<file path="config.mk">
export PLATFORM = sky130hd
export DESIGN_NAME = tagged_quota_accounting
export DESIGN_NICKNAME = d
export VERILOG_FILES = /design/src/rtl/core/qta_pkg.sv /design/src/rtl/core/qta_mem.sv /design/src/rtl/core/qta_arith.sv /design/src/rtl/core/tagged_quota_accounting.sv
export SDC_FILE = /design/constraint.sdc
export NUM_CORES = 2
export LEC_CHECK = 0
export BUFFER_PORTS_ARGS = -buffer_cell sky130_fd_sc_hd__buf_2
export CORE_ASPECT_RATIO = 1.5
export CORE_UTILIZATION = 55
export DETAILED_ROUTE_END_ITERATION = 8
export PLACE_DENSITY = 0.73
export RECOVER_POWER = 100
export SYNTH_ARGS = -nofsm -noshare
export SYNTH_HDL_FRONTEND = slang
export SYNTH_SLANG_ARGS = --single-unit
</file>
<file path="constraint.sdc">
create_clock -name i_clk -period 25 [get_ports i_clk]
set_input_delay 2.5 -clock i_clk [delete_from_list [all_inputs] [get_ports i_clk]]
set_output_delay 2.5 -clock i_clk [all_outputs]
set_load 0.02 [all_outputs]
</file>
<file path="src/rtl/core/qta_pkg.sv">
`timescale 1ns / 1ps
// ----------------------------------------------------------------------------
// Tagged quota accounting package
// Beat layouts, opcodes, register indexes and shared control types.
// ----------------------------------------------------------------------------
package qta_pkg;

    // Field widths fixed by the beat layouts
    localparam int FIELD_BITS    = 48;
    localparam int OP_BITS       = 2;
    localparam int TAG_BITS      = 2;
    localparam int IN_DATA_BITS  = 104;
    localparam int OUT_DATA_BITS = 200;
    localparam int CFG_IDX_BITS  = 3;

    // Input beat field offsets
    localparam int IN_OP_LSB   = 0;
    localparam int IN_TAG_LSB  = 2;
    localparam int IN_AMT_LSB  = 4;
    localparam int IN_NAMT_LSB = 52;

    // Register indexes on the configuration port
    localparam logic [CFG_IDX_BITS-1:0] REG_GLOBAL_LIMIT = 3'd0;
    localparam logic [CFG_IDX_BITS-1:0] REG_TAG0_LIMIT   = 3'd1;

    // Request opcodes
    typedef enum logic [OP_BITS-1:0] {
        OP_ALLOC  = 2'd0,
        OP_FREE   = 2'd1,
        OP_RESIZE = 2'd2,
        OP_QUERY  = 2'd3
    } t_op;

    // Counter action after opcode decode
    typedef enum logic [1:0] {
        ACT_CHARGE  = 2'd0,
        ACT_RELEASE = 2'd1,
        ACT_CHECK   = 2'd2
    } t_act;

    // Outcome of one update step
    typedef struct packed {
        logic ok;
        logic pressure;
        logic commit;
    } t_verdict;

endpackage

</file>
<file path="src/rtl/core/qta_mem.sv">
`timescale 1ns / 1ps
// ----------------------------------------------------------------------------
// Per-tag counter memory
// Single write port, single registered read port; an entry not yet written
// since reset reads as zero.
// ----------------------------------------------------------------------------
module qta_mem #(
    parameter int DEPTH = 4,
    parameter int AW    = 2,
    parameter int DW    = 96
) (
    input  logic          i_clk,
    input  logic          i_rst_n,
    input  logic          i_rd_en,
    input  logic [AW-1:0] i_rd_addr,
    output logic [DW-1:0] o_rd_data,
    input  logic          i_wr_en,
    input  logic [AW-1:0] i_wr_addr,
    input  logic [DW-1:0] i_wr_data
);

    logic [DW-1:0] r_mem [DEPTH];
    logic [DEPTH-1:0] r_vld;
    logic [DW-1:0] r_rd_data;
    logic          r_rd_vld;

    // Write the array
    always_ff @(posedge i_clk) begin
        if (i_wr_en) begin
            r_mem[i_wr_addr] <= i_wr_data;
        end
    end

    // Track written entries; reset clears them all at once
    always_ff @(posedge i_clk) begin
        if (!i_rst_n) begin
            r_vld <= '0;
        end else if (i_wr_en) begin
            r_vld[i_wr_addr] <= 1'b1;
        end
    end

    // Registered read
    always_ff @(posedge i_clk) begin
        if (i_rd_en) begin
            r_rd_data <= r_mem[i_rd_addr];
        end
    end

    always_ff @(posedge i_clk) begin
        if (!i_rst_n) begin
            r_rd_vld <= 1'b0;
        end else if (i_rd_en) begin
            r_rd_vld <= r_vld[i_rd_addr];
        end
    end

    assign o_rd_data = r_rd_vld ? r_rd_data : '0;

endmodule

</file>
<file path="src/rtl/core/qta_arith.sv">
`timescale 1ns / 1ps
// ----------------------------------------------------------------------------
// Quota update arithmetic
// Limit checks, saturating charge and release, and peak tracking for one
// tag and for the total.
// ----------------------------------------------------------------------------
module qta_arith #(
    parameter int COUNT_BITS = 48
) (
    input  qta_pkg::t_act                  i_act,
    input  logic                           i_tag_inr,
    input  logic [qta_pkg::FIELD_BITS-1:0] i_delta,
    input  logic [qta_pkg::FIELD_BITS-1:0] i_tag_limit,
    input  logic [qta_pkg::FIELD_BITS-1:0] i_glob_limit,
    input  logic [COUNT_BITS-1:0]          i_tag_use,
    input  logic [COUNT_BITS-1:0]          i_tag_peak,
    input  logic [COUNT_BITS-1:0]          i_all_use,
    input  logic [COUNT_BITS-1:0]          i_all_peak,
    output qta_pkg::t_verdict              o_verdict,
    output logic [COUNT_BITS-1:0]          o_tag_use,
    output logic [COUNT_BITS-1:0]          o_tag_peak,
    output logic [COUNT_BITS-1:0]          o_all_use,
    output logic [COUNT_BITS-1:0]          o_all_peak
);

    localparam int FB = qta_pkg::FIELD_BITS;
    localparam int WB = ((COUNT_BITS > FB) ? COUNT_BITS : FB) + 1;

    logic [WB-1:0] w_delta;
    logic [WB-1:0] w_tag_use;
    logic [WB-1:0] w_all_use;
    logic [WB-1:0] w_cnt_max;
    logic [WB-1:0] w_tag_sum;
    logic [WB-1:0] w_all_sum;
    logic [WB-1:0] w_tag_diff;
    logic [WB-1:0] w_all_diff;
    logic          w_fits;
    logic [COUNT_BITS-1:0] w_tag_add;
    logic [COUNT_BITS-1:0] w_all_add;
    logic [COUNT_BITS-1:0] w_tag_sub;
    logic [COUNT_BITS-1:0] w_all_sub;

    // Widen operands so sums never wrap
    assign w_delta   = WB'(i_delta);
    assign w_tag_use = WB'(i_tag_use);
    assign w_all_use = WB'(i_all_use);
    assign w_cnt_max = WB'({COUNT_BITS{1'b1}});
    assign w_tag_sum = w_tag_use + w_delta;
    assign w_all_sum = w_all_use + w_delta;
    assign w_tag_diff = w_tag_use - w_delta;
    assign w_all_diff = w_all_use - w_delta;

    // Fit test: a zero limit never rejects
    assign w_fits = ((i_tag_limit == '0) || (w_tag_sum <= WB'(i_tag_limit))) &&
                    ((i_glob_limit == '0) || (w_all_sum <= WB'(i_glob_limit)));

    // Saturating add at the largest count, saturating subtract at zero
    assign w_tag_add = (w_tag_sum > w_cnt_max) ? w_cnt_max[COUNT_BITS-1:0]
                                               : w_tag_sum[COUNT_BITS-1:0];
    assign w_all_add = (w_all_sum > w_cnt_max) ? w_cnt_max[COUNT_BITS-1:0]
                                               : w_all_sum[COUNT_BITS-1:0];
    assign w_tag_sub = (w_delta >= w_tag_use) ? '0 : w_tag_diff[COUNT_BITS-1:0];
    assign w_all_sub = (w_delta >= w_all_use) ? '0 : w_all_diff[COUNT_BITS-1:0];

    // Select the new counters and the outcome
    always_comb begin
        o_verdict  = '0;
        o_tag_use  = i_tag_use;
        o_tag_peak = i_tag_peak;
        o_all_use  = i_all_use;
        o_all_peak = i_all_peak;
        if (!i_tag_inr) begin
            o_tag_use  = '0;
            o_tag_peak = '0;
        end else begin
            case (i_act)
                qta_pkg::ACT_CHARGE: begin
                    if (w_fits) begin
                        o_verdict.ok     = 1'b1;
                        o_verdict.commit = 1'b1;
                        o_tag_use  = w_tag_add;
                        o_all_use  = w_all_add;
                        o_tag_peak = (w_tag_add > i_tag_peak) ? w_tag_add : i_tag_peak;
                        o_all_peak = (w_all_add > i_all_peak) ? w_all_add : i_all_peak;
                    end else begin
                        o_verdict.pressure = 1'b1;
                    end
                end
                qta_pkg::ACT_RELEASE: begin
                    o_verdict.ok     = 1'b1;
                    o_verdict.commit = 1'b1;
                    o_tag_use = w_tag_sub;
                    o_all_use = w_all_sub;
                end
                qta_pkg::ACT_CHECK: begin
                    o_verdict.ok = w_fits;
                end
                default: begin
                    o_verdict = '0;
                end
            endcase
        end
    end

endmodule

</file>
<file path="src/rtl/core/tagged_quota_accounting.sv">
`timescale 1ns / 1ps
// ----------------------------------------------------------------------------
// Tagged quota accounting
// Per-tag and global byte quota admission with usage and peak counters.
//
//   Channel   Dir  Handshake                      Payload
//   s_axis    in   s_axis_tvalid / s_axis_tready  op, tag, amount, new_amount
//   m_axis    out  m_axis_tvalid / m_axis_tready  ok, pressure, four counts
//   cfg       in   i_cfg_we                       i_cfg_idx, i_cfg_wdata
//
// Each request passes through the counter memory read, then the update and
// write-back; the next beat is taken in the cycle after the update, so the
// read-modify-write of the counter memory keeps one request in flight. Reset
// is synchronous and clears limits, totals and the memory's entry valid bits
// at once; there is no clearing pass. While a result waits on m_axis, a
// request in the update stage holds there and s_axis_tready stays low.
// ----------------------------------------------------------------------------
module tagged_quota_accounting #(
    parameter int NUM_TAGS   = 4,
    parameter int COUNT_BITS = 48
) (
    input  logic                                i_clk,
    input  logic                                i_rst_n,
    // op[1:0], tag[3:2], amount[51:4], new_amount[99:52], zero pad
    input  logic [qta_pkg::IN_DATA_BITS-1:0]    s_axis_tdata,
    input  logic                                s_axis_tvalid,
    output logic                                s_axis_tready,
    // ok[0], pressure[1], tag_in_use[49:2], tag_high_mark[97:50],
    // all_in_use[145:98], all_high_mark[193:146], zero pad
    output logic [qta_pkg::OUT_DATA_BITS-1:0]   m_axis_tdata,
    output logic                                m_axis_tvalid,
    input  logic                                m_axis_tready,
    input  logic                                i_cfg_we,
    input  logic [qta_pkg::CFG_IDX_BITS-1:0]    i_cfg_idx,
    input  logic [qta_pkg::FIELD_BITS-1:0]      i_cfg_wdata
);

    localparam int FB = qta_pkg::FIELD_BITS;
    localparam int CB = COUNT_BITS;
    localparam int TW = (NUM_TAGS > 1) ? $clog2(NUM_TAGS) : 1;
    localparam int PAD_BITS = qta_pkg::OUT_DATA_BITS - 2 - 4 * FB;
    localparam int CFG_IDX_OFF_BITS = qta_pkg::CFG_IDX_BITS;

    // Limits
    logic [FB-1:0] r_glob_limit;
    logic [FB-1:0] r_tag_limit [NUM_TAGS];

    // Update stage
    logic             r_s1_vld, n_s1_vld;
    qta_pkg::t_act    r_s1_act, n_s1_act;
    logic [FB-1:0]    r_s1_delta, n_s1_delta;
    logic [TW-1:0]    r_s1_tag, n_s1_tag;
    logic             r_s1_inr, n_s1_inr;

    // Totals
    logic [CB-1:0]    r_all_use;
    logic [CB-1:0]    r_all_peak;

    // Output register
    logic             r_out_vld, n_out_vld;
    logic [qta_pkg::OUT_DATA_BITS-1:0] r_out_data;

    // Decode and datapath wires
    qta_pkg::t_op     w_op;
    logic [qta_pkg::TAG_BITS-1:0] w_tag;
    logic [FB-1:0]    w_amt;
    logic [FB-1:0]    w_namt;
    logic             w_in_fire;
    logic             w_s1_fire;
    logic             w_tag_inr;
    logic [2*CB-1:0]  w_rd_data;
    logic [2*CB-1:0]  w_wr_data;
    logic [CB-1:0]    w_tag_use, w_tag_peak, w_all_use, w_all_peak;
    qta_pkg::t_verdict w_verdict;
    logic [CFG_IDX_OFF_BITS-1:0] w_cfg_off;

    // Unpack the input beat
    assign w_op   = qta_pkg::t_op'(s_axis_tdata[qta_pkg::IN_OP_LSB +: qta_pkg::OP_BITS]);
    assign w_tag  = s_axis_tdata[qta_pkg::IN_TAG_LSB +: qta_pkg::TAG_BITS];
    assign w_amt  = s_axis_tdata[qta_pkg::IN_AMT_LSB +: FB];
    assign w_namt = s_axis_tdata[qta_pkg::IN_NAMT_LSB +: FB];
    assign w_tag_inr = ({1'b0, w_tag} < 3'(NUM_TAGS));

    // Handshakes: one item in flight, update waits for a free output register
    assign s_axis_tready = !r_s1_vld;
    assign w_in_fire     = s_axis_tvalid && s_axis_tready;
    assign w_s1_fire     = r_s1_vld && (!r_out_vld || m_axis_tready);

    // Configuration writes
    assign w_cfg_off = i_cfg_idx - qta_pkg::REG_TAG0_LIMIT;

    always_ff @(posedge i_clk) begin
        if (!i_rst_n) begin
            r_glob_limit <= '0;
            for (int i = 0; i < NUM_TAGS; i++) begin
                r_tag_limit[i] <= '0;
            end
        end else if (i_cfg_we) begin
            if (i_cfg_idx == qta_pkg::REG_GLOBAL_LIMIT) begin
                r_glob_limit <= i_cfg_wdata;
            end else if ((i_cfg_idx >= qta_pkg::REG_TAG0_LIMIT) &&
                         (w_cfg_off < CFG_IDX_OFF_BITS'(NUM_TAGS))) begin
                r_tag_limit[w_cfg_off[TW-1:0]] <= i_cfg_wdata;
            end
        end
    end

    // Decode the opcode into an action and a byte delta
    always_comb begin
        n_s1_act   = r_s1_act;
        n_s1_delta = r_s1_delta;
        n_s1_tag   = r_s1_tag;
        n_s1_inr   = r_s1_inr;
        if (w_in_fire) begin
            n_s1_tag = w_tag_inr ? w_tag[TW-1:0] : '0;
            n_s1_inr = w_tag_inr;
            case (w_op)
                qta_pkg::OP_ALLOC: begin
                    n_s1_act   = qta_pkg::ACT_CHARGE;
                    n_s1_delta = w_amt;
                end
                qta_pkg::OP_FREE: begin
                    n_s1_act   = qta_pkg::ACT_RELEASE;
                    n_s1_delta = w_amt;
                end
                qta_pkg::OP_RESIZE: begin
                    if (w_namt > w_amt) begin
                        n_s1_act   = qta_pkg::ACT_CHARGE;
                        n_s1_delta = w_namt - w_amt;
                    end else begin
                        n_s1_act   = qta_pkg::ACT_RELEASE;
                        n_s1_delta = w_amt - w_namt;
                    end
                end
                qta_pkg::OP_QUERY: begin
                    n_s1_act   = qta_pkg::ACT_CHECK;
                    n_s1_delta = w_amt;
                end
                default: begin
                    n_s1_act   = qta_pkg::ACT_CHECK;
                    n_s1_delta = w_amt;
                end
            endcase
        end
    end

    // Stage occupancy
    always_comb begin
        n_s1_vld = r_s1_vld;
        if (w_in_fire) begin
            n_s1_vld = 1'b1;
        end else if (w_s1_fire) begin
            n_s1_vld = 1'b0;
        end
    end

    always_comb begin
        n_out_vld = r_out_vld;
        if (w_s1_fire) begin
            n_out_vld = 1'b1;
        end else if (m_axis_tready) begin
            n_out_vld = 1'b0;
        end
    end

    always_ff @(posedge i_clk) begin
        if (!i_rst_n) begin
            r_s1_vld  <= 1'b0;
            r_out_vld <= 1'b0;
        end else begin
            r_s1_vld  <= n_s1_vld;
            r_out_vld <= n_out_vld;
        end
    end

    // Hold the decoded request
    always_ff @(posedge i_clk) begin
        r_s1_act   <= n_s1_act;
        r_s1_delta <= n_s1_delta;
        r_s1_tag   <= n_s1_tag;
        r_s1_inr   <= n_s1_inr;
    end

    // Per-tag usage and peak, read on accept, written back on a committed update
    assign w_wr_data = {w_tag_peak, w_tag_use};

    qta_mem #(
        .DEPTH (NUM_TAGS),
        .AW    (TW),
        .DW    (2 * CB)
    ) u_mem (
        .i_clk     (i_clk),
        .i_rst_n   (i_rst_n),
        .i_rd_en   (w_in_fire),
        .i_rd_addr (n_s1_tag),
        .o_rd_data (w_rd_data),
        .i_wr_en   (w_s1_fire && w_verdict.commit),
        .i_wr_addr (r_s1_tag),
        .i_wr_data (w_wr_data)
    );

    qta_arith #(
        .COUNT_BITS (CB)
    ) u_arith (
        .i_act        (r_s1_act),
        .i_tag_inr    (r_s1_inr),
        .i_delta      (r_s1_delta),
        .i_tag_limit  (r_tag_limit[r_s1_tag]),
        .i_glob_limit (r_glob_limit),
        .i_tag_use    (w_rd_data[CB-1:0]),
        .i_tag_peak   (w_rd_data[2*CB-1:CB]),
        .i_all_use    (r_all_use),
        .i_all_peak   (r_all_peak),
        .o_verdict    (w_verdict),
        .o_tag_use    (w_tag_use),
        .o_tag_peak   (w_tag_peak),
        .o_all_use    (w_all_use),
        .o_all_peak   (w_all_peak)
    );

    // Advance the totals on each update
    always_ff @(posedge i_clk) begin
        if (!i_rst_n) begin
            r_all_use  <= '0;
            r_all_peak <= '0;
        end else if (w_s1_fire) begin
            r_all_use  <= w_all_use;
            r_all_peak <= w_all_peak;
        end
    end

    // Load the result beat
    always_ff @(posedge i_clk) begin
        if (w_s1_fire) begin
            r_out_data <= {{PAD_BITS{1'b0}},
                           FB'(w_all_peak), FB'(w_all_use),
                           FB'(w_tag_peak), FB'(w_tag_use),
                           w_verdict.pressure, w_verdict.ok};
        end
    end

    assign m_axis_tvalid = r_out_vld;
    assign m_axis_tdata  = r_out_data;

`ifndef SYNTH
    // Total peak never falls below total usage
    a_peak_ge_use: assert property (@(posedge i_clk) disable iff (!i_rst_n)
        r_all_peak >= r_all_use)
        else $error("total peak below total usage");

    // An accepted beat occupies the update stage next cycle
    a_accept_fills: assert property (@(posedge i_clk) disable iff (!i_rst_n)
        w_in_fire |=> r_s1_vld)
        else $error("accepted beat lost before update");

    // Totals move only on an update
    a_totals_hold: assert property (@(posedge i_clk) disable iff (!i_rst_n)
        !w_s1_fire |=> ($stable(r_all_use) && $stable(r_all_peak)))
        else $error("totals changed without an update");

    // A rejected request never reports success
    a_pressure_not_ok: assert property (@(posedge i_clk) disable iff (!i_rst_n)
        (w_s1_fire && w_verdict.pressure) |-> (!w_verdict.ok && !w_verdict.commit))
        else $error("pressure raised on an admitted request");
`endif

endmodule

</file>
# After elaboration in Yosys (flattened, before gate mapping)
# Memory sizes are Yosys's and may differ from the RTL's. A register that Yosys moved wholly into a read port is not among the register bits.
# Index checks and enable logic that the tools add are counted.
dict set report classes {
  order_cmp 14
  bitwise_logic 1
  n_addsub 7
  n_eq_ne 5
  reduce_logical 21
  mux 43
}
# operator count
set ops {}
lappend ops {{48-bit 2-to-1 mux} 14}
lappend ops {{48-bit one-hot mux with 2 select lines} 3}
lappend ops {{48-bit subtractor} 4}
lappend ops {{48-bit greater-than comparator} 3}
lappend ops {{48-bit by 48-bit adder with 49-bit output} 2}
lappend ops {{49-bit by 48-bit greater-than comparator with 1-bit output (second input constant)} 2}
lappend ops {{49-bit by 48-bit less-or-equal comparator with 1-bit output} 2}
lappend ops {{48-bit greater-or-equal comparator} 2}
lappend ops {{48-bit zero test} 2}
lappend ops {{96-bit 2-to-1 mux} 1}
lappend ops {{48-bit OR reduction} 1}
lappend ops {{1-bit 2-to-1 mux} 18}
lappend ops {{2-bit one-hot mux with 4 select lines} 1}
lappend ops {{2-bit equality test (second input constant)} 3}
lappend ops {{1-bit logical AND} 6}
lappend ops {{2-bit by 3-bit less-than comparator with 1-bit output (second input constant)} 2}
lappend ops {{2-bit by 1-bit equality test with 1-bit output (second input constant)} 2}
lappend ops {{2-bit zero test} 2}
lappend ops {{2-bit 2-to-1 mux} 2}
lappend ops {{4-bit OR} 1}
lappend ops {{2-bit nonzero test} 2}
lappend ops {{3-bit by 1-bit greater-or-equal comparator with 1-bit output (second input constant)} 1}
lappend ops {{3-bit zero test} 1}
lappend ops {{1-bit logical OR} 3}
lappend ops {{10 further kinds} 11}
dict set report word_totals {
  memories 2
  elab_cells 106
  ramBits 576
  ff_bits 397
  in_bits 160
  out_inout_bits 202
}
# memory words width rd rd_ports_with_merged_regs wr line_no
set mem_list {}
lappend mem_list {u_mem.r_mem 4 96 1 1 1 qta_mem.sv:22} ;# logic [DW-1:0] r_mem [DEPTH];
lappend mem_list {r_tag_limit 4 48 1 1 4 tagged_quota_accounting.sv:46} ;# logic [FB-1:0] r_tag_limit [NUM_TAGS];

# Depth between registers and ports, before layout
dict set report logic_depth {
  depth_word 10
  ltp_mapped 46
  ltp_nobuf 30
}

# Hierarchy
# From an unflattened synthesis, not the netlist that was laid out.
dict set report hier_totals {
  cells_unflattened 6073
  hier_area_um2 64066.4
}
# mod cells_per_inst seq_area_each_um2 area_each_um2 n_inst
set by_module_without_submodules {}
lappend by_module_without_submodules {tagged_quota_accounting 2349 16055.4 26902.1 1}
lappend by_module_without_submodules {qta_arith 3001 0.0 19601.3 1}
lappend by_module_without_submodules {qta_mem 723 14513.9 17563.1 1}

# Worst setup path before layout
# No wires, ideal clock.
dict set report synth_path {
  path_kind {flip-flop to flip-flop}
  from {register u_mem.r_rd_vld}
  to {memory u_mem.r_mem[2][0], enable pin}
  arrival_ns 14.255
  path_buffers 14
  required_ns 24.309
  stages_incl_launch_ff 41
  slack_ns 10.054
  path_cell_list {dfxtp_1 > buf_6 > buf_6 > buf_4 > buf_6 > buf_4 > buf_4 > buf_2 > buf_2 > buf_2 > buf_2 > buf_2 > buf_2 > buf_2 > buf_1 > nand2_1 > inv_1 > ha_1 > [5 not listed] > o211ai_4 > a41oi_4 > o21ai_0 > a32oi_1 > o211a_1 > o21ai_0 > xnor2_1 > ha_1 > nand3_1 > or3_1 > nor2_1 > nor4_1 > a2111oi_0 > o31ai_1 > a31oi_4 > nor3_2 > o21ai_1 > nor3b_1}
}
dict set report synth_via {
  elab_chain_cells 10
}
# item line_no
set synth_rtl {}
lappend synth_rtl {{start: declaration} qta_mem.sv:25} ;# logic r_rd_vld;
lappend synth_rtl {{start signal: assignment} qta_mem.sv:54} ;# r_rd_vld <= r_vld[i_rd_addr];
lappend synth_rtl {{96-bit 2-to-1 mux} qta_mem.sv:58} ;# assign o_rd_data = r_rd_vld ? r_rd_data : '0;
lappend synth_rtl {{48-bit by 48-bit adder with 49-bit output} qta_arith.sv:48} ;# assign w_tag_sum = w_tag_use + w_delta;
lappend synth_rtl {{49-bit by 48-bit less-or-equal comparator with 1-bit output} qta_arith.sv:54} ;# assign w_fits = ((i_tag_limit == '0) || (w_tag_sum <= WB'(i_tag_limit))) &&
lappend synth_rtl {{1-bit logical OR} qta_arith.sv:54}
lappend synth_rtl {{1-bit logical AND} qta_arith.sv:54}
lappend synth_rtl {{1-bit 2-to-1 mux} qta_arith.sv:78} ;# if (w_fits) begin
lappend synth_rtl {{1-bit one-hot mux with 2 select lines} qta_arith.sv:76} ;# case (i_act)
lappend synth_rtl {{1-bit logical AND} tagged_quota_accounting.sv:197} ;# .i_wr_en (w_s1_fire && w_verdict.commit),
lappend synth_rtl {{1-bit 2-to-1 mux} qta_mem.sv:29} ;# if (i_wr_en) begin
lappend synth_rtl {{1-bit 2-to-1 mux (not written as such)} qta_mem.sv:30} ;# r_mem[i_wr_addr] <= i_wr_data;
lappend synth_rtl {{end: declaration} qta_mem.sv:22}
# No other way between the ends.

# Worst setup path after layout
dict set report layout_path {
  from {register u_mem.r_rd_vld}
  to {memory u_mem.r_mem[1][35], enable pin}
}
# Same word-level chain as after synthesis.

==> run summary <==
* **run status** complete, but fails checks
* **violated checks** capacitance limit, slew limit
* **critical path's top delay family** buffers and inverters
* **Total Neg Setup Slack** 0 ns
* **CP Cell Sequence** clkbuf_1 > clkbuf_1 > clkbuf_1 > o21ai_0 > a32oi_1 > o21ai_1 > buf_4 > a41oi_1 > a21oi_1 > o2111ai_1 > nand2_1 > a21boi_0 > xor2_1 > ha_1 > nand4_1 > a2111oi_0 > o31ai_1 > a31oi_1 > nor3_1 > o21ai_2 > buf_4 > nor3b_1 > buf_4 > buf_4
* **share of flip-flops with an asynchronous set or reset** 0%
* **maximum single-stage delay on the critical path** 1.89 ns
* **final-report hold violation count** 0
* **pins over their slew limit** 1339
* **fraction of the cycle the final worst path needs** 69.87%
* **EDFF count, synth** 916
* **setup repair bufs after CTS** 0
* **share of total power in sequential cells** 42.0%
* **Core Box Area** 119100 µm²
* **power density relative to cell area** 72.63 nW/µm²
* **area share of the leading cell type in the synthesized netlist** 41.55%
* **share of post-route cells with drive strength above 1** 8.062%
* **Site Rows** 155
* **average routed wire per standard cell** 27.71 µm
* **cell mode on critical path** sky130_fd_sc_hd__buf_4
* **clock power share** 29.9%
* **maximum clock insertion buffer count** 3
* **total I/O pin count** 362
* **Resized Gates After CTS** 0
* **leakage power summed over all cells** 27.47 nW
* **number of standard cells after synthesis** 6778
* **final weighted congestion of routability-driven global placement** 1.006
* **die area** 121800 µm²
* **Pint** 3.414 mW
* **switching power** 1.804 mW
* **Synth cell types** 111
* **pre-CTS setup slack** 14.27 ns
* **critical path class** reg -> reg
* **wire length of the first global-routing pass** 343500 µm
* **Design Area, Final** 71850 µm²
* **Area contributors post-synth** sky130_fd_sc_hd__edfxtp_1, sky130_fd_sc_hd__ha_1, sky130_fd_sc_hd__nand2_1
* **total area of multi-input combinational cells** 32200 µm²
* **maximum resistive drop on vdd** 0.06547 mV
* **Combinational Power Share** 28.2%
* **number of DRC markers in iteration 0** 5196
* **wirelength, routed** 238100 µm
* **Max Fanout on Critical Path** 59
* **quantity of I/O buffers inserted on ports** 351
* **share of total power consumed by net switching** 34.58%
* **CTS tree** done
* **number of warnings reported in the yosys synthesis log** 0
* **Max-Cap Viols** 31
* **Post-Layout Cell Count** 8591
* **Post-Syn Area** 66200 µm²
* **Min-Delay Path Class** reg -> reg
* **largest net degree at the start of global routing** 170
* **clock tree root driver cell** sky130_fd_sc_hd__clkbuf_16
* **count of buffering cells on the critical path with inverters included** 7
* **Die Span Y** 426.9 µm
* **count of fill cells added during filler insertion** 10104
* **area grow syn2layout** 8.536%
* **most common library cell in the layout ignoring fill and taps** sky130_fd_sc_hd__nand2_1
* **Pre-Repair DR Iteration Count** 6
* **element type at the critical path start** register
* **slowest library cell on the worst path** sky130_fd_sc_hd__clkbuf_1
* **category of the worst setup path capture point** register
* **Seq/Total Area, Yosys** 46.18%
* **maximum operating frequency** 57.25 MHz
* **Period minus WS final** 17.47 ns
* **detailed-route DRC error count** 0
* **overall die width** 285.3 µm
* **clock latency on the worst-skew pair** 0.75 ns
* **count of hold buffers inserted by post-cts repair** 0
* **initial antenna violation count** 15
* **flip-flop and latch count after synthesis** 1069
* **arrival time reported for the critical path endpoint** 17.83 ns
* **leading cell types in the layout, fill and taps excluded** sky130_fd_sc_hd__nand2_1, sky130_fd_sc_hd__edfxtp_1, sky130_fd_sc_hd__a21oi_1, sky130_fd_sc_hd__inv_1, sky130_fd_sc_hd__ha_1
* **total power draw** 5.218 mW
* **total CTS buffers** 98
* **gr usage total** 38.36%
* **HPWL after detailed placement** 176500 µm
* **starting density of the core** 55.59%
* **htree depth** 3
* **sequential cell area** 30570 µm²
* **placed cells** 8395
* **syn_area_per_cell** 9.766 µm²
* **largest area contributor in the netlist** sky130_fd_sc_hd__edfxtp_1
* **max-slew headroom at the worst pin** -368.6%
* **Slew @ Worst Pin** 7.029 ns
* **Worst Skew** 0.05942 ns
* **aggregate global routing overflow** 0
* **vias in the first global route** 53208
* **Final Setup Violations** 0
* **routed vias/inst** 6.357
* **clock sinks** 1069
* **dominant register cell in the synthesized netlist** sky130_fd_sc_hd__edfxtp_1
* **clock transition time at the flip-flop clock pins of the worst setup and hold paths** 0.06 ns
* **Post-Place Cell Area** 69130 µm²
* **vias** 54613
* **antenna-violating nets left** 0
* **setup repair after global routing missed its margin** no
* **WP data required** 25.36 ns
* **fin nets** 7510
* **final worst setup slack** 7.533 ns
## worst register-to-register path: stages (launching register included)
cell and delay (ns):
sky130_fd_sc_hd__dfxtp_1 1.18, sky130_fd_sc_hd__clkbuf_1 1.89, sky130_fd_sc_hd__clkbuf_1 1.75, sky130_fd_sc_hd__clkbuf_1 1.84
sky130_fd_sc_hd__o21ai_0 0.44, sky130_fd_sc_hd__a32oi_1 0.43, sky130_fd_sc_hd__o21ai_1 0.13, sky130_fd_sc_hd__buf_4 0.20
sky130_fd_sc_hd__a41oi_1 1.04, sky130_fd_sc_hd__a21oi_1 0.37, sky130_fd_sc_hd__o2111ai_1 0.45, sky130_fd_sc_hd__nand2_1 0.14
sky130_fd_sc_hd__a21boi_0 0.27, sky130_fd_sc_hd__xor2_1 1.09, sky130_fd_sc_hd__ha_1 0.43, sky130_fd_sc_hd__nand4_1 0.15
sky130_fd_sc_hd__a2111oi_0 0.09, sky130_fd_sc_hd__o31ai_1 0.27, sky130_fd_sc_hd__a31oi_1 0.40, sky130_fd_sc_hd__nor3_1 1.63
sky130_fd_sc_hd__o21ai_2 0.03, sky130_fd_sc_hd__buf_4 0.32, sky130_fd_sc_hd__nor3b_1 0.90, sky130_fd_sc_hd__buf_4 0.86
sky130_fd_sc_hd__buf_4 0.73
## per-stage QoR
| step | hold WS [ns] | utilization (%) |
|---|---|---|
| 2_1_floorplan | 0.4402 | - |
| 3_3_place_gp | 0.4519 | 58.06 |
| 3_5_place_dp | 0.4604 | 58.06 |
| 4_1_cts | 0.4769 | 60.83 |
| 5_1_grt | 0.5002 | 60.33 |
| 6_report | 0.4738 | 60.34 |
## routing by layer
layer  wire length [µm]  global-route usage, %  vias to the layer above
met2             113100                  63.81                     2671
met5                 28                      0                        -
li1                   -                      -                    24882
met4              19460                  27.36                        4
met1              86590                  45.00                    26500
met3              18930                  6.493                      556
## Yosys cell counts, drive strengths merged (16+ instances only)
master and n:
nand2 922, edfxtp 916, a21oi 460, inv 444
ha 421, o21ai 394, nor2 388, clkbuf 280
and2 239, xnor2 202, dfxtp 153, a31oi 151
a21o 141, and3 122, buf 116, nand2b 93
nand4 93, nand3 91, a211oi 79, mux2i 75
nor2b 70, o21bai 68, nor3 59, xor2 58
or2 55, nor4 50, o221ai 49, mux4 48
o22ai 48, o21a 40, a22oi 38, o211ai 36
a32oi 32, o31ai 30, a221oi 28, a21boi 20
or3 19, a2bb2oi 16
## cells by family after synthesis
family / count (synthesis) / share of synthesized area [%]
AND/OR/NAND/NOR: 2246 / 16.19
AO/OA/AOI/OAI: 1782 / 17.80
flip-flops: 1069 / 46.18
buffers and inverters: 851 / 5.173
adder cells (fa/ha/maj): 437 / 8.260
XOR/XNOR: 260 / 3.468
multiplexers: 132 / 2.920
other: 1 / 0.005665
## power groups by stage
stage          clock network (mW)  registers [mW]  logic [mW]
6_report                     1.56            2.19        1.47
5_1_grt                      1.63            2.20        1.57
4_1_cts                      1.57            2.18        1.46
3_5_place_dp                    0            2.21        1.45
3_3_place_gp                    0            2.21        1.43
2_1_floorplan                   0            2.20       0.922
## state kept, by name, summed over array words and instances (netlist names)
name,flops
r_s1_vld,1
r_s1_delta,48
r_all_use,48
r_s1_act,2
r_tag_limit,192
r_all_peak,48
u_mem.r_mem,384
m_axis_tvalid,1
u_mem.r_vld,4
r_glob_limit,48
u_mem.r_rd_data,96
u_mem.r_rd_vld,1
r_s1_tag,2
m_axis_tdata,194
## cell type report
| class | instances | area share, % |
|---|---|---|
| sequential | 1069 | 42.55 |
| clock buffer | 135 | 3.775 |
| multi-input combinational | 4863 | 44.82 |
| clock inverter | 48 | 0.8167 |
| antenna | 13 | 0.04528 |
| inverter | 455 | 2.389 |
| tap | 1570 | 2.734 |
| timing repair buffer | 438 | 2.863 |
## worst paths after layout
check | startpoint | end | slack (ns) | depth (start not counted)
worst min register to register | u_mem.r_vld[1] | u_mem.r_vld[1] | 0.47 | 2
worst max-delay path | u_mem.r_rd_vld | u_mem.r_mem[1][35] | 7.53 | 24
worst max register to register | u_mem.r_rd_vld | u_mem.r_mem[1][35] | 7.53 | 24
worst min-delay path | u_mem.r_vld[1] | u_mem.r_vld[1] | 0.47 | 2
No activity file was read; power rests on OpenSTA's default activity.
